## config.mk

```make
export PLATFORM = sky130hd
export DESIGN_NAME = base64_stream_decoder_flat
export DESIGN_NICKNAME = d
export VERILOG_FILES = /design/src/rtl/b64d_pkg.sv /design/src/rtl/b64d_if.sv /design/src/rtl/b64d_front.sv /design/src/rtl/b64d_queue.sv /design/src/rtl/b64d_back.sv /design/src/rtl/base64_stream_decoder.sv /design/src/flat_wrapper.sv
export SDC_FILE = /design/constraint.sdc
export NUM_CORES = 1
export LEC_CHECK = 0
export BUFFER_PORTS_ARGS = -buffer_cell sky130_fd_sc_hd__buf_2
export CAP_MARGIN = 20
export CORE_AREA = 5 5 154 215
export DETAILED_ROUTE_END_ITERATION = 8
export DIE_AREA = 0 0 159 220
export PLACE_DENSITY = 0.7
export SLEW_MARGIN = 0
export SYNTH_ARGS = -nofsm -noshare
export SYNTH_HDL_FRONTEND = slang
export SYNTH_SLANG_ARGS = --single-unit
export TNS_END_PERCENT = 10
```

## constraint.sdc

```tcl
create_clock -name clk_i -period 14.9 [get_ports clk_i]
set_input_delay 2.235 -clock clk_i [delete_from_list [all_inputs] [get_ports clk_i]]
set_output_delay 2.235 -clock clk_i [all_outputs]
set_load 0.01 [all_outputs]
```

## src/rtl/b64d_pkg.sv

```systemverilog
// Package: shared constants, types and the alphabet lookup of the Base64 stream decoder.
package b64d_pkg;

  localparam int MaxOutputBytes = 65536;
  localparam int CntW           = 17;       // byte_count / out_capacity field width
  localparam int LimW           = CntW + 1; // room for count plus three
  localparam int AccW           = 25;       // four sextets behind a sentinel bit
  localparam int QueueDepth     = 4;
  localparam int QPtrW          = $clog2(QueueDepth);

  localparam logic [CntW-1:0] CapReset = CntW'(65536);
  localparam logic [LimW-1:0] MaxLim   = LimW'(MaxOutputBytes);

  // lookup codes beyond the 64 alphabet values
  localparam logic [6:0] CodeSkip = 7'd64;
  localparam logic [6:0] CodePad  = 7'd65;
  localparam logic [6:0] CodeBad  = 7'd66;

  // status codes
  localparam logic [1:0] StatusOk       = 2'd0;
  localparam logic [1:0] StatusInvalid  = 2'd1;
  localparam logic [1:0] StatusOverflow = 2'd2;

  // register map
  localparam int          AddrW        = 3;
  localparam logic [0:0]  RegOutCapIdx = 1'b0;

  // one input word's worth of results: up to three bytes, then an optional status word
  typedef struct packed {
    logic [2:0][7:0]  data;
    logic [1:0]       ndata;
    logic             has_status;
    logic [1:0]       status;
    logic [CntW-1:0]  count;
  } job_t;

  function automatic logic [6:0] map_symbol(input logic [7:0] ch);
    logic [6:0] v;
    v = CodeBad;
    if (ch >= 8'h41 && ch <= 8'h5A) begin
      v = 7'(ch - 8'h41);
    end else if (ch >= 8'h61 && ch <= 8'h7A) begin
      v = 7'(ch - 8'h61 + 8'd26);
    end else if (ch >= 8'h30 && ch <= 8'h39) begin
      v = 7'(ch - 8'h30 + 8'd52);
    end else if (ch == 8'h2B) begin
      v = 7'd62;
    end else if (ch == 8'h2F) begin
      v = 7'd63;
    end else if (ch == 8'h09) begin
      v = CodeSkip;
    end else if (ch == 8'h3D) begin
      v = CodePad;
    end
    return v;
  endfunction

endpackage

```

## src/rtl/b64d_if.sv

```systemverilog
// Interfaces: character input stream and decoded output stream.
interface b64d_in_if;
  import b64d_pkg::*;
  logic       valid;
  logic       ready;
  logic [7:0] symbol;
  logic       symbol_present;
  logic       end_of_message;

  modport source (output valid, symbol, symbol_present, end_of_message, input ready);
  modport sink   (input valid, symbol, symbol_present, end_of_message, output ready);
endinterface

interface b64d_out_if;
  import b64d_pkg::*;
  logic            valid;
  logic            ready;
  logic [7:0]      out_byte;
  logic            is_data;
  logic [1:0]      status;
  logic [CntW-1:0] byte_count;
  logic            last;

  modport source (output valid, out_byte, is_data, status, byte_count, last, input ready);
  modport sink   (input valid, out_byte, is_data, status, byte_count, last, output ready);
endinterface

```

## src/rtl/b64d_front.sv

```systemverilog
// Front end: maps characters, collects sextets, tracks count and errors, builds result jobs.
module b64d_front
  import b64d_pkg::*;
(
  input  logic            clk_i,
  input  logic            rst_ni,
  input  logic            accept_i,
  input  logic [7:0]      symbol_i,
  input  logic            symbol_present_i,
  input  logic            end_of_message_i,
  input  logic [CntW-1:0] out_capacity_i,
  output logic            push_o,
  output job_t            job_o
);

  logic [AccW-1:0] acc_q, acc_d;
  logic [CntW-1:0] cnt_q, cnt_d;
  logic            stopped_q, stopped_d;
  logic [1:0]      err_q, err_d;

  logic [6:0]      code;
  logic [AccW-1:0] acc_shift;
  logic [LimW-1:0] lim;
  logic [LimW-1:0] cnt_ext;
  logic [AccW-1:0] acc_n;
  logic [CntW-1:0] cnt_n;
  logic            stopped_n;
  logic [1:0]      err_n;
  job_t            job;

  always_comb begin
    code      = map_symbol(symbol_i);
    acc_shift = {acc_q[AccW-7:0], code[5:0]};
    lim       = ({1'b0, out_capacity_i} > MaxLim) ? MaxLim : {1'b0, out_capacity_i};
    cnt_ext   = {1'b0, cnt_q};

    acc_n     = acc_q;
    cnt_n     = cnt_q;
    stopped_n = stopped_q;
    err_n     = err_q;
    job       = '0;

    if (symbol_present_i && !stopped_q) begin
      if (code == CodeBad) begin
        err_n     = StatusInvalid;
        stopped_n = 1'b1;
      end else if (code == CodePad) begin
        stopped_n = 1'b1;
      end else if (code != CodeSkip) begin
        acc_n = acc_shift;
        if (acc_shift[AccW-1]) begin
          if (cnt_ext + LimW'(3) > lim) begin
            err_n     = StatusOverflow;
            stopped_n = 1'b1;
          end else begin
            job.data[0] = acc_shift[23:16];
            job.data[1] = acc_shift[15:8];
            job.data[2] = acc_shift[7:0];
            job.ndata   = 2'd3;
            cnt_n       = CntW'(cnt_ext + LimW'(3));
          end
          acc_n = AccW'(1);
        end
      end
    end

    if (end_of_message_i) begin
      if (err_n == StatusOk) begin
        if (acc_n[18]) begin
          // three sextets left: two bytes
          if ({1'b0, cnt_n} + LimW'(2) > lim) begin
            err_n = StatusOverflow;
          end else begin
            job.data[0] = acc_n[17:10];
            job.data[1] = acc_n[9:2];
            job.ndata   = 2'd2;
            cnt_n       = CntW'({1'b0, cnt_n} + LimW'(2));
          end
        end else if (acc_n[12]) begin
          // two sextets left: one byte
          if ({1'b0, cnt_n} + LimW'(1) > lim) begin
            err_n = StatusOverflow;
          end else begin
            job.data[0] = acc_n[11:4];
            job.ndata   = 2'd1;
            cnt_n       = CntW'({1'b0, cnt_n} + LimW'(1));
          end
        end
      end
      job.has_status = 1'b1;
      job.status     = err_n;
      job.count      = cnt_n;
      // re-arm for the next message
      acc_n     = AccW'(1);
      cnt_n     = '0;
      stopped_n = 1'b0;
      err_n     = StatusOk;
    end

    acc_d     = accept_i ? acc_n     : acc_q;
    cnt_d     = accept_i ? cnt_n     : cnt_q;
    stopped_d = accept_i ? stopped_n : stopped_q;
    err_d     = accept_i ? err_n     : err_q;
  end

  always_ff @(posedge clk_i or negedge rst_ni) begin
    if (!rst_ni) begin
      acc_q     <= AccW'(1);
      cnt_q     <= '0;
      stopped_q <= 1'b0;
      err_q     <= StatusOk;
    end else begin
      acc_q     <= acc_d;
      cnt_q     <= cnt_d;
      stopped_q <= stopped_d;
      err_q     <= err_d;
    end
  end

  assign push_o = accept_i && (job.ndata != 2'd0 || job.has_status);
  assign job_o  = job;

endmodule

```

## src/rtl/b64d_queue.sv

```systemverilog
// Job queue: small register FIFO between the front end and the output sequencer.
module b64d_queue
  import b64d_pkg::*;
(
  input  logic clk_i,
  input  logic rst_ni,
  input  logic push_i,
  input  job_t job_i,
  input  logic pop_i,
  output logic full_o,
  output logic empty_o,
  output job_t head_o
);

  job_t             entries_q [QueueDepth];
  logic [QPtrW-1:0] wr_ptr_q, wr_ptr_d;
  logic [QPtrW-1:0] rd_ptr_q, rd_ptr_d;
  logic [QPtrW:0]   fill_q, fill_d;

  always_comb begin
    wr_ptr_d = push_i ? wr_ptr_q + QPtrW'(1) : wr_ptr_q;
    rd_ptr_d = pop_i  ? rd_ptr_q + QPtrW'(1) : rd_ptr_q;
    fill_d   = fill_q;
    if (push_i && !pop_i) begin
      fill_d = fill_q + (QPtrW+1)'(1);
    end else if (pop_i && !push_i) begin
      fill_d = fill_q - (QPtrW+1)'(1);
    end
  end

  always_ff @(posedge clk_i or negedge rst_ni) begin
    if (!rst_ni) begin
      wr_ptr_q <= '0;
      rd_ptr_q <= '0;
      fill_q   <= '0;
    end else begin
      wr_ptr_q <= wr_ptr_d;
      rd_ptr_q <= rd_ptr_d;
      fill_q   <= fill_d;
    end
  end

  always_ff @(posedge clk_i) begin
    if (push_i) begin
      entries_q[wr_ptr_q] <= job_i;
    end
  end

  assign full_o  = (fill_q == (QPtrW+1)'(QueueDepth));
  assign empty_o = (fill_q == '0);
  assign head_o  = entries_q[rd_ptr_q];

endmodule

```

## src/rtl/b64d_back.sv

```systemverilog
// Back end: walks the head job one result word per cycle into the output register, while the output is not stalled.
module b64d_back
  import b64d_pkg::*;
(
  input  logic              clk_i,
  input  logic              rst_ni,
  input  logic              empty_i,
  input  job_t              head_i,
  output logic              pop_o,
  b64d_out_if.source        out_o
);

  logic [1:0]      idx_q, idx_d;
  logic            valid_q, valid_d;
  logic [7:0]      byte_q, byte_d;
  logic            is_data_q, is_data_d;
  logic [1:0]      status_q, status_d;
  logic [CntW-1:0] count_q, count_d;
  logic            last_q, last_d;

  logic [2:0]      total;
  logic            issue;
  logic            item_last;
  logic            item_data;

  always_comb begin
    total     = {1'b0, head_i.ndata} + {2'b00, head_i.has_status};
    issue     = !empty_i && (!valid_q || out_o.ready);
    item_last = ({1'b0, idx_q} == total - 3'd1);
    item_data = (idx_q < head_i.ndata);

    idx_d     = idx_q;
    valid_d   = valid_q && !out_o.ready;
    byte_d    = byte_q;
    is_data_d = is_data_q;
    status_d  = status_q;
    count_d   = count_q;
    last_d    = last_q;

    if (issue) begin
      valid_d   = 1'b1;
      is_data_d = item_data;
      last_d    = item_last;
      if (item_data) begin
        byte_d   = head_i.data[idx_q];
        status_d = StatusOk;
        count_d  = '0;
      end else begin
        byte_d   = '0;
        status_d = head_i.status;
        count_d  = head_i.count;
      end
      // advance within the job, or retire it on its last word
      idx_d = item_last ? 2'd0 : idx_q + 2'd1;
    end
  end

  always_ff @(posedge clk_i or negedge rst_ni) begin
    if (!rst_ni) begin
      idx_q   <= '0;
      valid_q <= 1'b0;
    end else begin
      idx_q   <= idx_d;
      valid_q <= valid_d;
    end
  end

  always_ff @(posedge clk_i) begin
    byte_q    <= byte_d;
    is_data_q <= is_data_d;
    status_q  <= status_d;
    count_q   <= count_d;
    last_q    <= last_d;
  end

  assign pop_o             = issue && item_last;
  assign out_o.valid       = valid_q;
  assign out_o.out_byte    = byte_q;
  assign out_o.is_data     = is_data_q;
  assign out_o.status      = status_q;
  assign out_o.byte_count  = count_q;
  assign out_o.last        = last_q;

endmodule

```

## src/rtl/base64_stream_decoder.sv

```systemverilog
// Top level: Base64 stream decoder with APB capacity register.
//
//  channel   dir  handshake          payload
//  in_i      in   valid/ready        symbol, symbol_present, end_of_message
//  out_o     out  valid/ready        out_byte, is_data, status, byte_count, last
//  apb       in   psel/penable/...   out_capacity at byte address 0
//
// One character is taken per cycle; the front end classifies it in that cycle and
// queues up to four result words (three bytes and a status word).
// Results leave one per cycle from the output register while the receiver is ready;
// the first word of a job passes from the job queue into the output register.
// in_i.ready drops only while the four-entry job queue is full.
// Reset is asynchronous, active low; out_capacity resets to 65536.
module base64_stream_decoder
  import b64d_pkg::*;
(
  input  logic              clk_i,
  input  logic              rst_ni,
  b64d_in_if.sink           in_i,
  b64d_out_if.source        out_o,
  input  logic              psel,
  input  logic              penable,
  input  logic              pwrite,
  input  logic [AddrW-1:0]  paddr,
  input  logic [31:0]       pwdata,
  output logic [31:0]       prdata,
  output logic              pready
);

  logic [CntW-1:0] cap_q, cap_d;
  logic            cfg_wr;
  logic            accept;
  logic            push;
  logic            pop;
  logic            full;
  logic            empty;
  job_t            job;
  job_t            head;

  // capacity register
  assign cfg_wr = psel && penable && pwrite && (paddr[AddrW-1:2] == RegOutCapIdx);
  assign cap_d  = cfg_wr ? pwdata[CntW-1:0] : cap_q;

  always_ff @(posedge clk_i or negedge rst_ni) begin
    if (!rst_ni) begin
      cap_q <= CapReset;
    end else begin
      cap_q <= cap_d;
    end
  end

  assign pready = 1'b1;
  assign prdata = (paddr[AddrW-1:2] == RegOutCapIdx) ? {{(32-CntW){1'b0}}, cap_q} : '0;

  assign in_i.ready = !full;
  assign accept     = in_i.valid && !full;

  b64d_front u_front (
    .clk_i            (clk_i),
    .rst_ni           (rst_ni),
    .accept_i         (accept),
    .symbol_i         (in_i.symbol),
    .symbol_present_i (in_i.symbol_present),
    .end_of_message_i (in_i.end_of_message),
    .out_capacity_i   (cap_q),
    .push_o           (push),
    .job_o            (job)
  );

  b64d_queue u_queue (
    .clk_i   (clk_i),
    .rst_ni  (rst_ni),
    .push_i  (push),
    .job_i   (job),
    .pop_i   (pop),
    .full_o  (full),
    .empty_o (empty),
    .head_o  (head)
  );

  b64d_back u_back (
    .clk_i   (clk_i),
    .rst_ni  (rst_ni),
    .empty_i (empty),
    .head_i  (head),
    .pop_o   (pop),
    .out_o   (out_o)
  );

  // never push into a full queue
  a_no_overrun: assert property (@(posedge clk_i) disable iff (!rst_ni)
    push |-> !full)
    else $error("job queue overrun");

  // a status word always closes its run
  a_status_last: assert property (@(posedge clk_i) disable iff (!rst_ni)
    (out_o.valid && !out_o.is_data) |-> out_o.last)
    else $error("status word not marked last");

  // a new output word needs a queued job the cycle before
  a_out_from_job: assert property (@(posedge clk_i) disable iff (!rst_ni)
    $rose(out_o.valid) |-> $past(!empty))
    else $error("output word without queued job");

endmodule

```

## src/flat_wrapper.sv

```systemverilog
// flat-port wrapper written by rule: the top's interface ports become plain ports
module base64_stream_decoder_flat import b64d_pkg::*;
  (clk_i, rst_ni, psel, penable, pwrite, paddr, pwdata, prdata, pready, in_i_valid, in_i_symbol, in_i_symbol_present, in_i_end_of_message, in_i_ready, out_o_valid, out_o_out_byte, out_o_is_data, out_o_status, out_o_byte_count, out_o_last, out_o_ready);
  b64d_in_if in_i_i ();
  b64d_out_if out_o_i ();
  input  logic clk_i;
  input  logic rst_ni;
  input  logic psel;
  input  logic penable;
  input  logic pwrite;
  input  logic [AddrW-1:0] paddr;
  input  logic [31:0] pwdata;
  output logic [31:0] prdata;
  output logic pready;
  input wire logic [$bits(in_i_i.valid)-1:0] in_i_valid;
  input wire logic [$bits(in_i_i.symbol)-1:0] in_i_symbol;
  input wire logic [$bits(in_i_i.symbol_present)-1:0] in_i_symbol_present;
  input wire logic [$bits(in_i_i.end_of_message)-1:0] in_i_end_of_message;
  output wire logic [$bits(in_i_i.ready)-1:0] in_i_ready;
  output wire logic [$bits(out_o_i.valid)-1:0] out_o_valid;
  output wire logic [$bits(out_o_i.out_byte)-1:0] out_o_out_byte;
  output wire logic [$bits(out_o_i.is_data)-1:0] out_o_is_data;
  output wire logic [$bits(out_o_i.status)-1:0] out_o_status;
  output wire logic [$bits(out_o_i.byte_count)-1:0] out_o_byte_count;
  output wire logic [$bits(out_o_i.last)-1:0] out_o_last;
  input wire logic [$bits(out_o_i.ready)-1:0] out_o_ready;
  assign in_i_i.valid = in_i_valid;
  assign in_i_i.symbol = in_i_symbol;
  assign in_i_i.symbol_present = in_i_symbol_present;
  assign in_i_i.end_of_message = in_i_end_of_message;
  assign in_i_ready = in_i_i.ready;
  assign out_o_valid = out_o_i.valid;
  assign out_o_out_byte = out_o_i.out_byte;
  assign out_o_is_data = out_o_i.is_data;
  assign out_o_status = out_o_i.status;
  assign out_o_byte_count = out_o_i.byte_count;
  assign out_o_last = out_o_i.last;
  assign out_o_i.ready = out_o_ready;
  base64_stream_decoder u_core (.clk_i(clk_i), .rst_ni(rst_ni), .in_i(in_i_i), .out_o(out_o_i), .psel(psel), .penable(penable), .pwrite(pwrite), .paddr(paddr), .pwdata(pwdata), .prdata(prdata), .pready(pready));
endmodule
```

# ---- Word level (Yosys, flattened, before mapping)
# Memory sizes are Yosys's and may differ from the RTL's.
# Index checks and enable logic that the tools add are counted.
dict set report totals {
  ff_bits 95
  ram_bits 184
  inputBits 52
  out_inout_bits 64
  wordCells 157
  n_memories 1
}
# memory words word_bits read_ports rd_clocked_by_memory_dff write_ports line
set mem_list {}
lappend mem_list {u_core.u_queue.entries_q 4 46 1 0 1 b64d_queue.sv:15} ;# job_t entries_q [QueueDepth];
dict set report classes {
  n_addsub 15
  magnitude_cmp 12
  n_eq_ne 11
  n_mux 67
  n_bitwise 1
  n_reduce_logical 34
}
# op n
set op_table {}
lappend op_table {{$mux W17} 14}
lappend op_table {{$mux W26} 6}
lappend op_table {{$mux W19} 6}
lappend op_table {{$gt A18 B17 Y1} 3}
lappend op_table {{$mux W38} 1}
lappend op_table {{$add A17 B2 Y18 const B} 2}
lappend op_table {{$mux W18} 2}
lappend op_table {{$mux W7} 5}
lappend op_table {{$mux W10} 3}
lappend op_table {{$mux W2} 15}
lappend op_table {{$eq A8 B6 Y1 const B} 3}
lappend op_table {{$add A17 B1 Y18 const B} 1}
lappend op_table {{$gt A17 B17 Y1 const B} 1}
lappend op_table {{$bmux W8 S2} 1}
lappend op_table {{$ge A8 B7 Y1 const B} 2}
lappend op_table {{$le A8 B7 Y1 const B} 2}
lappend op_table {{$mux W8} 2}
lappend op_table {{$eq A7 B7 Y1 const B} 2}
lappend op_table {{$logic_and A1 B1 Y1} 14}
lappend op_table {{$sub A7 B7 Y7 const B} 2}
lappend op_table {{$reduce_bool A4 Y1} 3}
lappend op_table {{$mux W1} 10}
lappend op_table {{$reduce_and A5 Y1} 2}
lappend op_table {{$eq A8 B4 Y1 const B} 1}
lappend op_table {{other kinds (22)} 37}

# ---- Longest topological paths before layout
# Gate-level depths: netlist of run 1.
dict set report depth {
  ltp_word 27
  ltp_mapped 42
  mapped_depth_nobuf 38
}

# ---- Cells and area by module
# From an unflattened synthesis of run 1, not the netlist that was laid out.
dict set report unflattened {
  cells_unflattened 1331
  hier_area_um2 16046.6
}
# mod n_inst cells_each area_per_inst_um2 seq_area_each_um2
set modules_own_cells {}
lappend modules_own_cells {b64d_queue 1 274 7024.2 5700.5}
lappend modules_own_cells {b64d_front 1 867 6588.8 977.2}
lappend modules_own_cells {b64d_back 1 116 1486.4 945.9}
lappend modules_own_cells {base64_stream_decoder 1 74 947.2 426.7}

# ---- Least setup slack after synthesis of run 1
# OpenSTA, ideal clock, no wires.
dict set report synth_timing {
  kind {input -> register}
  from {input in_i_symbol[2]}
  to {memory u_core.u_queue.entries_q[0][12] in the netlist's numbering (data pin)}
  setup_ps 269
  t_arrival_ps 8729
  required_time_ps 14631
  slack_ps 5902
  stages 34
  path_buffers 3
  path_cell_list {clkbuf_1 > inv_1 > ha_1 > a21o_1 > a41o_1 > nor3_1 > o31ai_1 > and3b_1 > buf_2 > o21ai_4 > buf_2 > nor2_1 > xnor2_1 > inv_1 > ha_1 > and3_1 > and3_1 > a211o_1 > nand2_1 > inv_1 > a21oi_1 > ha_1 > a21o_1 > a21o_1 > a21oi_1 > o21ai_0 > a221o_1 > a21o_1 > a211o_1 > nand2_1 > o21ai_2 > nor3_2 > nor3_1 > o31a_1}
}
# item line
set synth_rtl {}
lappend synth_rtl {{start, declared} flat_wrapper.sv:16} ;# input wire logic [$bits(in_i_i.symbol)-1:0] in_i_symbol;
lappend synth_rtl {{end, declared} b64d_queue.sv:15}

==> flow_metrics.env, run 1 <==
export IMPL_outcome="finished clean"
export IMPL_finClkSkew_ps=38.8
export IMPL_finalCriticalPeriod_ps=11370
export IMPL_r2r_start="u_core.u_front.cnt_q[0]"
export IMPL_n_antenna_cell=0
export IMPL_grtUsageMet3=0.0307
export IMPL_synthSimpleGateAreaFrac=0.136
export IMPL_synth_top_family_by_area="simple AND/OR/NAND/NOR gates"
export IMPL_core_area_um2=31100
export IMPL_maxCapViolCount=0
export IMPL_first_pass_iters=7
export IMPL_wl_per_cell_um=21.9
export IMPL_whs_ps=509
export IMPL_start_util=0.509
export IMPL_critPathArrivalTime_ps=11620
export IMPL_seq_area_um2=8050
export IMPL_fp_dieH_um=220
export IMPL_power_mw=2.55
export IMPL_clock_sinks=279
export IMPL_path_clk_slew_ps=60
export IMPL_dp_hpwl_um=28200
export IMPL_synth_compound_area_frac=0.128
export IMPL_grt_max_degree=67
export IMPL_via_per_inst=6.13
export IMPL_p_switching_mw=0.811
export IMPL_grt_pass1_wl_um=63100
export IMPL_grt_use_total=0.224
export IMPL_row_count=77
export IMPL_placed_area_um2=16500
export IMPL_cp_data_required_time_ps=15160
export IMPL_synth_area_leaders="edfxtp_1, dfrtp_1, mux4_2"
export IMPL_use_met1=0.277
export IMPL_slowest_stage="o21ai_4"
export IMPL_drive_above_1_share=0.178
export IMPL_antenna_found_initial=0
export IMPL_post_cts_buffers=0
export IMPL_use_met2=0.395
export IMPL_p_clk_frac=0.283
export IMPL_post_cts_resized=0
export IMPL_rsz0062_at_grt="false"
export IMPL_cts_buffers_inserted=28
export IMPL_synthAdderAreaFrac=0.0573
export IMPL_utilization=0.560
export IMPL_synth_xor_area_frac=0.0413
export IMPL_clockRootBuffer="clkbuf_16"
export IMPL_portBuffers=82
export IMPL_nets=1530
export IMPL_clock_latency_ps=570
export IMPL_synth_mux_area_frac=0.0878
export IMPL_end_kind="flop"
export IMPL_crit_type="input pin to flop"
export IMPL_cts_tree="yes"
export IMPL_syn_inst=1347
export IMPL_synth_flop_cell="edfxtp_1"
export IMPL_htreeDepth=1
export IMPL_ys_warn_count=0
export IMPL_p_int_mw=1.74
export IMPL_grt_pass1_vias=11200
export IMPL_setup_tns_ps=0
export IMPL_avgSynthCellArea_um2=11.8
export IMPL_synth_top_cell_area_share=0.404
export IMPL_slowest_delay_ps=720
export IMPL_nFillCells=2580
export IMPL_ys_seq_area_frac=0.508
export IMPL_drtAntennaViolNets=0
export IMPL_gr_total_overflow=0
export IMPL_setup_viol=0
export IMPL_wl_um=39800
export IMPL_drv_slew=0
export IMPL_vias=11200
export IMPL_timing_final_crit_share=0.763
export IMPL_gp_congestion=0.969
export IMPL_comb_power_share=0.293
export IMPL_start_kind="input pin"
export IMPL_syn_area_um2=15800
export IMPL_clock_fmax_mhz=88.0
export IMPL_area_growth_pct=9.98
export IMPL_clockBufferDepth=3
export IMPL_worst_pin_slew_ps=1110
export IMPL_drtIter0Drc=875
export IMPL_multi_input_area_um2=7230
export IMPL_cts_hold_buf=0
export IMPL_ys_seq_elements=279
export IMPL_critical_path_max_fanout=24
export IMPL_ios=116
export IMPL_hold_class="flop to flop"
export IMPL_seqPwrFrac=0.423
export IMPL_power_per_cell_area_nw_per_um2=146
export IMPL_finalHoldViolations=0
export IMPL_synthDistinctLibCells=99
export IMPL_switching_share=0.318
export IMPL_drc_errors=0
export IMPL_startpoint="in_i_symbol[2]"
export IMPL_vdd_ir_drop_max_v=0.000107
export IMPL_worstHoldStart="u_core.u_queue.fill_q[2]"
export IMPL_die_w_um=159
export IMPL_yosys_area_top_type="edfxtp_1"
export IMPL_async_flop_share=0.237
export IMPL_synth_edff_count=213
export IMPL_die_area_um2=35000
export IMPL_relSlewSlack=0.253
export IMPL_fin_area_um2=17400
export IMPL_crit_top_cell="a21o_1"
export IMPL_grt_busiest_layer="met2"
export IMPL_leakagePower_nw=6.55
[area by class of cell]
type | instances | share of cell area
Clock inverter | 20 | 0.0129
Sequential cell | 279 | 0.462
Multi-Input combinational cell | 954 | 0.415
Clock buffer | 32 | 0.0411
Tap cell | 395 | 0.0284
Timing Repair Buffer | 99 | 0.0307
Inverter | 44 | 0.00948
[layout by cell type (no fill, tap or decap), types with 11 or more instances in the layout]
master and n:
nand4_1 15, nand2_1 129, o21ai_0 74, conb_1 16
mux4_2 46, xnor2_1 57, mux2i_1 13, nor2b_1 45
mux2_2 20, nor3_1 37, xor2_1 14, dfrtp_1 62
clkbuf_16 28, nor4_1 13, a211oi_1 20, ha_1 71
nand3_1 23, and2_1 17, inv_1 42, buf_4 16
o22ai_1 18, nor2_1 69, edfxtp_1 213, buf_2 82
a21o_1 15, a22oi_1 11, a21oi_1 53
[power groups by stage]
stage | Clock [mW] | Combinational (mW) | Sequential (mW)
5_1_grt | 0.768 | 0.824 | 1.10
6_report | 0.722 | 0.747 | 1.08
3_5_place_dp | 0 | 0.755 | 1.10
3_3_place_gp | 0 | 0.738 | 1.09
2_1_floorplan | 0 | 0.539 | 1.08
4_1_cts | 0.736 | 0.760 | 1.08
[critical path: cells and delay by family]
family | cells | cell delay, ps
xor+xnor | 1 | 660
fa+ha+maj | 3 | 940
buf+inv | 4 | 530
compound gates | 15 | 4960
simple gates | 9 | 2280
[per-stage QoR]
step	setup WS (ps)	instances
after CTS	3750	1822
after detailed placement	3180	1770
after floorplan	5900	1361
final	3530	1823
after global routing	3180	1823
after global placement	3140	1770
[layer usage]
metal	part of all wire	vias up
li1	-	5167
met5	0	-
met4	0.043	0
met2	0.51	399
met1	0.40	5515
met3	0.053	100
[worst paths after layout]
check | end | slack (ps) | cells after the start
setup / recovery | u_core.u_queue.entries_q[0][1] | 3530 | 32
setup reg to reg | u_core.u_queue.entries_q[0][1] | 3880 | 36
hold reg to reg | u_core.u_queue.fill_q[2] | 510 | 1
hold / removal | u_core.u_queue.fill_q[2] | 510 | 1
min in group asynchronous | u_core.cap_q[8] | 1870 | 2
max in group asynchronous | u_core.u_queue.rd_ptr_q[1] | 12300 | 2
[registers in the layout (all words and copies together) (netlist names)]
name	cells
u_core.cap_q	17
u_core.u_back.idx_q	2
u_core.u_back.out_o.byte_count	17
u_core.u_back.out_o.is_data	1
u_core.u_back.out_o.last	1
u_core.u_back.out_o.out_byte	8
u_core.u_back.out_o.status	2
u_core.u_back.out_o.valid	1
u_core.u_front.acc_q	19
u_core.u_front.cnt_q	17
u_core.u_front.err_q	2
u_core.u_front.stopped_q	1
u_core.u_queue.entries_q	184
u_core.u_queue.fill_q	3
u_core.u_queue.rd_ptr_q	2
u_core.u_queue.wr_ptr_q	2
[kinds of logic (layout without fill, tap and decap cells)]
kind of cell | Yosys count | count (layout)
buffers and inverters | 128 | 195
adder cells (fa/ha/maj) | 72 | 72
XOR/XNOR | 73 | 73
flip-flops | 279 | 279
AND/OR/NAND/NOR | 417 | 417
AO/OA/AOI/OAI | 297 | 297
multiplexers | 79 | 79
other | 2 | 16
[cells in the mapped netlist, types with 18 or more instances]
cell,instances
mux4_2,46
o21ai_0,74
mux2_2,20
nand2_1,129
nand3_1,23
a21oi_1,55
buf_4,20
clkbuf_1,40
ha_1,71
dfrtp_1,64
nor2_1,69
nor2b_1,45
xnor2_1,57
a211oi_1,20
and2_1,21
nor3_1,37
o22ai_1,18
inv_1,42
edfxtp_1,213
Note: power is estimated with default switching activity, not from simulation.
==> run 2, diff against run 1 <==
--- a/config.mk
+++ b/config.mk
@@ -10,7 +10,7 @@
 export CORE_AREA = 5 5 154 215
 export DETAILED_ROUTE_END_ITERATION = 8
 export DIE_AREA = 0 0 159 220
-export PLACE_DENSITY = 0.7
+export PLACE_DENSITY = 0.72
 export SLEW_MARGIN = 0
 export SYNTH_ARGS = -nofsm -noshare
 export SYNTH_HDL_FRONTEND = slang
==> constraint.sdc (replaced) <==
create_clock -name clk_i -period 10 [get_ports clk_i]
set_input_delay 1.5 -clock clk_i [delete_from_list [all_inputs] [get_ports clk_i]]
set_output_delay 1.5 -clock clk_i [all_outputs]
set_load 0.01 [all_outputs]
==> flow_metrics.env, run 2 (same netlist as run 1, synthesis figures left out) <==
export IMPL_outcome="finished clean"
export IMPL_antenna_found_initial=0
export IMPL_r2r_slack_ps=700
export IMPL_end_kind="flop"
export IMPL_utilization=0.564
export IMPL_gr_total_overflow=0
export IMPL_grt_pass1_vias=11200
export IMPL_die_area_um2=35000
export IMPL_largest_reg_flops=184
export IMPL_grt_pass1_wl_um=62600
export IMPL_largest_register="u_core.u_queue.entries_q"
export IMPL_start_kind="flop"
export IMPL_die_w_um=159
export IMPL_cts_hold_buf=0
export IMPL_clockBufferDepth=3
export IMPL_clockRootBuffer="clkbuf_16"
export IMPL_power_per_cell_area_nw_per_um2=212
export IMPL_maxCapViolCount=0
export IMPL_via_per_inst=6.11
export IMPL_whs_ps=498
export IMPL_multi_input_area_um2=7230
export IMPL_htreeDepth=1
export IMPL_slowest_stage="dfrtp_1"
export IMPL_worstHoldStart="u_core.u_queue.fill_q[2]"
export IMPL_post_cts_resized=0
export IMPL_top_regs="u_core.u_queue.entries_q (184), u_core.u_front.acc_q (19)"
export IMPL_vdd_ir_drop_max_v=0.000195
export IMPL_nFillCells=2608
export IMPL_timing_final_crit_share=0.930
export IMPL_clock_sinks=279
export IMPL_setup_viol=0
export IMPL_critical_path_max_fanout=16
export IMPL_hold_depth=1
export IMPL_cts_tree="yes"
export IMPL_drive_above_1_share=0.191
export IMPL_drtIter0Drc=894
export IMPL_fp_dieH_um=220
export IMPL_first_pass_iters=5
export IMPL_mostFrequentLayoutCell="edfxtp_1"
export IMPL_worst_pin_slew_ps=1040
export IMPL_grt_max_degree=67
export IMPL_clock_fmax_mhz=107
export IMPL_drtAntennaViolNets=0
export IMPL_use_met1=0.281
export IMPL_start_util=0.509
export IMPL_whs_endpoint="u_core.u_queue.fill_q[2]"
export IMPL_nets=1557
export IMPL_finClkSkew_ps=26.2
export IMPL_portBuffers=82
export IMPL_leakagePower_nw=6.64
export IMPL_critPathArrivalTime_ps=9710
export IMPL_wl_um=39500
export IMPL_slowest_delay_ps=490
export IMPL_drv_slew=0
export IMPL_grtUsageMet3=0.0269
export IMPL_path_clk_slew_ps=60
export IMPL_grt_busiest_layer="met2"
export IMPL_grt_use_total=0.221
export IMPL_setup_ws_ps=697
export IMPL_seq_area_um2=8050
export IMPL_setup_tns_ps=0
export IMPL_finalHoldViolations=0
export IMPL_use_met2=0.385
export IMPL_ios=116
export IMPL_post_cts_buffers=0
export IMPL_final_cell_mix="edfxtp_1, nand2_1, buf_2, o21ai_0, ha_1"
export IMPL_cp_data_required_time_ps=10400
export IMPL_power_mw=3.71
export IMPL_clock_latency_ps=540
export IMPL_vias=11300
export IMPL_wl_per_cell_um=21.4
export IMPL_core_area_um2=31100
export IMPL_r2r_end="u_core.u_queue.entries_q[2][7]"
export IMPL_relSlewSlack=0.307
export IMPL_finalCriticalPeriod_ps=9300
export IMPL_rsz0062_at_grt="false"
export IMPL_dp_hpwl_um=28100
export IMPL_row_count=77
export IMPL_area_growth_pct=10.8
export IMPL_r2r_cells=36
export IMPL_crit_type="flop to flop"
export IMPL_crit_top_cell="nor2_1"
export IMPL_gp_congestion=0.945
export IMPL_cts_buffers_inserted=27
export IMPL_hold_class="flop to flop"
export IMPL_n_antenna_cell=0
export IMPL_drc_errors=0
export IMPL_pre_cts_ws_ps=777
export IMPL_r2r_start="u_core.u_front.cnt_q[0]"
run 2: routing by layer:
layer / routed length [um] / vias to the layer above
met1: 15900 / 5546
met5: 0 / -
met3: 2050 / 102
met2: 19800 / 420
met4: 1750 / 0
li1: - / 5228
run 2: where the power goes:
group | switching (mW) | internal, mW | leakage (nW)
Clock | 0.425 | 0.565 | 0.410
Sequential | 0.0950 | 1.48 | 2.89
Combinational | 0.655 | 0.490 | 3.33
Total | 1.18 | 2.54 | 6.64
run 2: final cells by class:
cell class,count,share of cell area
clock buffers,37,0.0418
clock inverters,12,0.00678
inverters,44,0.00941
multi-input cells,954,0.412
flip-flops and latches,279,0.459
well taps,395,0.0282
repair buffers,127,0.0426
run 2: worst max-delay path, delay by kind of cell (launching register included):
| family | cells | cell delay (ps) |
|---|---|---|
| xor gates and xnor gates | 2 | 380 |
| DFF | 1 | 490 |
| AOI/OAI and AO/OA | 14 | 3350 |
| and+or+nand+nor | 14 | 3270 |
| adders and majority gates | 4 | 1300 |
| buffers and inverters | 2 | 390 |
run 2: metrics by stage:
step	instances	instance area (um2)
floorplan	1361	15900
global placement	1799	16700
detailed placement	1799	16700
CTS	1848	17500
global route	1848	17500
finish	1848	17500
run 2: worst max path at each step:
stage / slack, ps / startpoint / endpoint
after floorplan: 1740 / in_i_symbol[2] / u_core.u_queue.entries_q[0][12]
after global placement: 860 / u_core.u_front.cnt_q[0] / u_core.u_queue.entries_q[0][7]
after detailed placement: 780 / u_core.u_front.cnt_q[0] / u_core.u_queue.entries_q[2][7]
after CTS: 750 / u_core.u_front.cnt_q[0] / u_core.u_queue.entries_q[1][7]
after global routing: 10 / u_core.u_front.cnt_q[0] / u_core.u_queue.entries_q[0][6]
final: 700 / u_core.u_front.cnt_q[0] / u_core.u_queue.entries_q[2][7]
==> run 3, diff against run 2 <==
--- a/config.mk
+++ b/config.mk
@@ -10,7 +10,7 @@
 export CORE_AREA = 5 5 154 215
 export DETAILED_ROUTE_END_ITERATION = 8
 export DIE_AREA = 0 0 159 220
-export PLACE_DENSITY = 0.72
+export PLACE_DENSITY = 0.73
 export SLEW_MARGIN = 0
 export SYNTH_ARGS = -nofsm -noshare
 export SYNTH_HDL_FRONTEND = slang
==> flow_metrics.env, run 3 (same netlist as run 1, synthesis figures left out) <==
export IMPL_outcome="finished clean"
export IMPL_rsz0062_at_grt="false"
export IMPL_maxCapViolCount=0
export IMPL_drv_slew=0
export IMPL_gp_congestion=0.974
export IMPL_hold_class="flop to flop"
export IMPL_drtIter0Drc=945
export IMPL_finalCriticalPeriod_ps=9310
export IMPL_area_growth_pct=11.7
export IMPL_crit_top_cell="ha_1"
export IMPL_r2r_cells=35
export IMPL_portBuffers=82
export IMPL_timing_final_crit_share=0.931
export IMPL_grt_use_total=0.225
export IMPL_vdd_ir_drop_max_v=0.000133
export IMPL_startpoint="u_core.u_front.cnt_q[0]"
export IMPL_switching_share=0.314
export IMPL_first_pass_iters=5
export IMPL_critPathArrivalTime_ps=9580
export IMPL_via_per_inst=6.16
export IMPL_start_util=0.509
export IMPL_clock_latency_ps=560
export IMPL_drive_above_1_share=0.199
export IMPL_finClkSkew_ps=21.2
export IMPL_grt_pass1_vias=11200
export IMPL_fp_dieH_um=220
export IMPL_largest_reg_flops=184
export IMPL_seqPwrFrac=0.415
export IMPL_worst_pin_slew_ps=1060
export IMPL_crit_end="u_core.u_queue.entries_q[3][37]"
export IMPL_critPathTopFamily="compound AO/OA/AOI/OAI gates"
export IMPL_dp_hpwl_um=28700
export IMPL_clockRootBuffer="clkbuf_16"
export IMPL_r2r_start="u_core.u_front.cnt_q[0]"
export IMPL_clockBufferDepth=3
export IMPL_cp_data_required_time_ps=10280
export IMPL_critical_path_max_fanout=8
export IMPL_start_kind="flop"
export IMPL_final_cell_mix="edfxtp_1, nand2_1, buf_2, o21ai_0, ha_1"
export IMPL_vias=11400
export IMPL_top_regs="u_core.u_queue.entries_q (184), u_core.u_front.acc_q (19)"
export IMPL_path_clk_slew_ps=70
export IMPL_gr_total_overflow=0
export IMPL_clock_fmax_mhz=107
export IMPL_grt_pass1_wl_um=62800
export IMPL_finalHoldViolations=0
export IMPL_grt_max_degree=67
export IMPL_comb_power_share=0.302
export IMPL_p_int_mw=2.61
export IMPL_setup_ws_ps=694
export IMPL_wl_um=40300
export IMPL_post_cts_buffers=0
export IMPL_relSlewSlack=0.289
export IMPL_nets=1562
export IMPL_power_per_cell_area_nw_per_um2=215
export IMPL_end_kind="flop"
export IMPL_cts_buffers_inserted=28
export IMPL_crit_type="flop to flop"
export IMPL_slowest_stage="dfrtp_1"
export IMPL_drc_errors=0
export IMPL_cts_hold_buf=0
export IMPL_setup_viol=0
export IMPL_p_switching_mw=1.20
export IMPL_leakagePower_nw=6.72
export IMPL_cp_depth=35
export IMPL_ios=116
export IMPL_n_antenna_cell=0
export IMPL_p_clk_frac=0.283
export IMPL_r2r_end="u_core.u_queue.entries_q[3][37]"
export IMPL_row_count=77
export IMPL_slowest_delay_ps=500
export IMPL_die_w_um=159
export IMPL_die_area_um2=35000
export IMPL_core_area_um2=31100
export IMPL_r2r_slack_ps=690
export IMPL_htreeDepth=1
export IMPL_mostFrequentLayoutCell="edfxtp_1"
export IMPL_crit_buf_inv=3
export IMPL_cts_tree="yes"
export IMPL_drtAntennaViolNets=0
export IMPL_pre_cts_ws_ps=929
export IMPL_setup_tns_ps=0
export IMPL_wl_per_cell_um=21.7
export IMPL_clock_sinks=279
export IMPL_largest_register="u_core.u_queue.entries_q"
export IMPL_antenna_found_initial=0
run 3: cell count changes in the layout (fill, tap and decap cells not counted):
cell        delta
nor3_2         +1
o311ai_1       -1
clkinv_1       -2
clkbuf_8       +2
inv_6          +2
clkbuf_16      +2
o311ai_0       +1
buf_4          +4
clkinvlp_4     -2
clkbuf_1       -3
bufinv_16      +1
clkinv_2       +3
nor3_1         -1
run 3: worst register-to-register path, delay by kind of cell, from the launching register on:
| kind | cells | cell delay (ps) |
|---|---|---|
| and+or+nand+nor | 12 | 3120 |
| xor gates and xnor gates | 2 | 330 |
| AOI/OAI and AO/OA | 14 | 3550 |
| adders and majority gates | 4 | 1210 |
| DFF | 1 | 500 |
| buffers and inverters | 3 | 310 |
run 3: final cells by class:
cell class	instances	area, um2
clock buffer	38	800
fill	2539	13400
multi-input combinational	954	7240
timing repair buffer	131	778
tap	395	494
sequential	279	8050
clock inverter	14	159
inverter	44	165
run 3: per-layer routing:
layer,part of all wire,track usage
met5,0,0
met4,0.046,0.100
met3,0.055,0.0225
met2,0.51,0.397
met1,0.39,0.282
run 3: worst min path at each step:
stage | from | cells after the start | end | slack [ps]
6_report | u_core.u_queue.fill_q[2] | 1 | u_core.u_queue.fill_q[2] | 510
5_1_grt | u_core.u_queue.fill_q[2] | 1 | u_core.u_queue.fill_q[2] | 540
3_3_place_gp | u_core.u_queue.fill_q[2] | 1 | u_core.u_queue.fill_q[2] | 480
2_1_floorplan | u_core.u_queue.fill_q[2] | 1 | u_core.u_queue.fill_q[2] | 460
3_5_place_dp | u_core.u_queue.fill_q[2] | 1 | u_core.u_queue.fill_q[2] | 500
4_1_cts | u_core.u_queue.fill_q[2] | 1 | u_core.u_queue.fill_q[2] | 510
run 3: through the flow:
| stage | cell area [um2] | power (mW) | hold WS (ps) | utilization | instances |
|---|---|---|---|---|---|
| floorplan | 15900 | 2.41 | 464 | - | 1361 |
| global placement | 16700 | 2.73 | 478 | 0.537 | 1803 |
| detailed placement | 16700 | 2.77 | 497 | 0.537 | 1803 |
| CTS | 17700 | 3.85 | 509 | 0.568 | 1855 |
| global route | 17700 | 4.01 | 542 | 0.568 | 1855 |
| finish | 17700 | 3.81 | 507 | 0.568 | 1855 |
run 3: timing repair:
item,4_1_cts,5_1_grt
gates resized for setup,0,1
endpoints found under the hold margin,0,0
endpoints found under the setup margin,0,8
run 3: power groups by stage:
stage / clock, mW / sequential (mW) / combinational [mW]
after floorplan: 0 / 1.61 / 0.803
after global placement: 0 / 1.59 / 1.14
after detailed placement: 0 / 1.61 / 1.16
after CTS: 1.10 / 1.58 / 1.17
after global routing: 1.14 / 1.60 / 1.27
final: 1.08 / 1.58 / 1.15
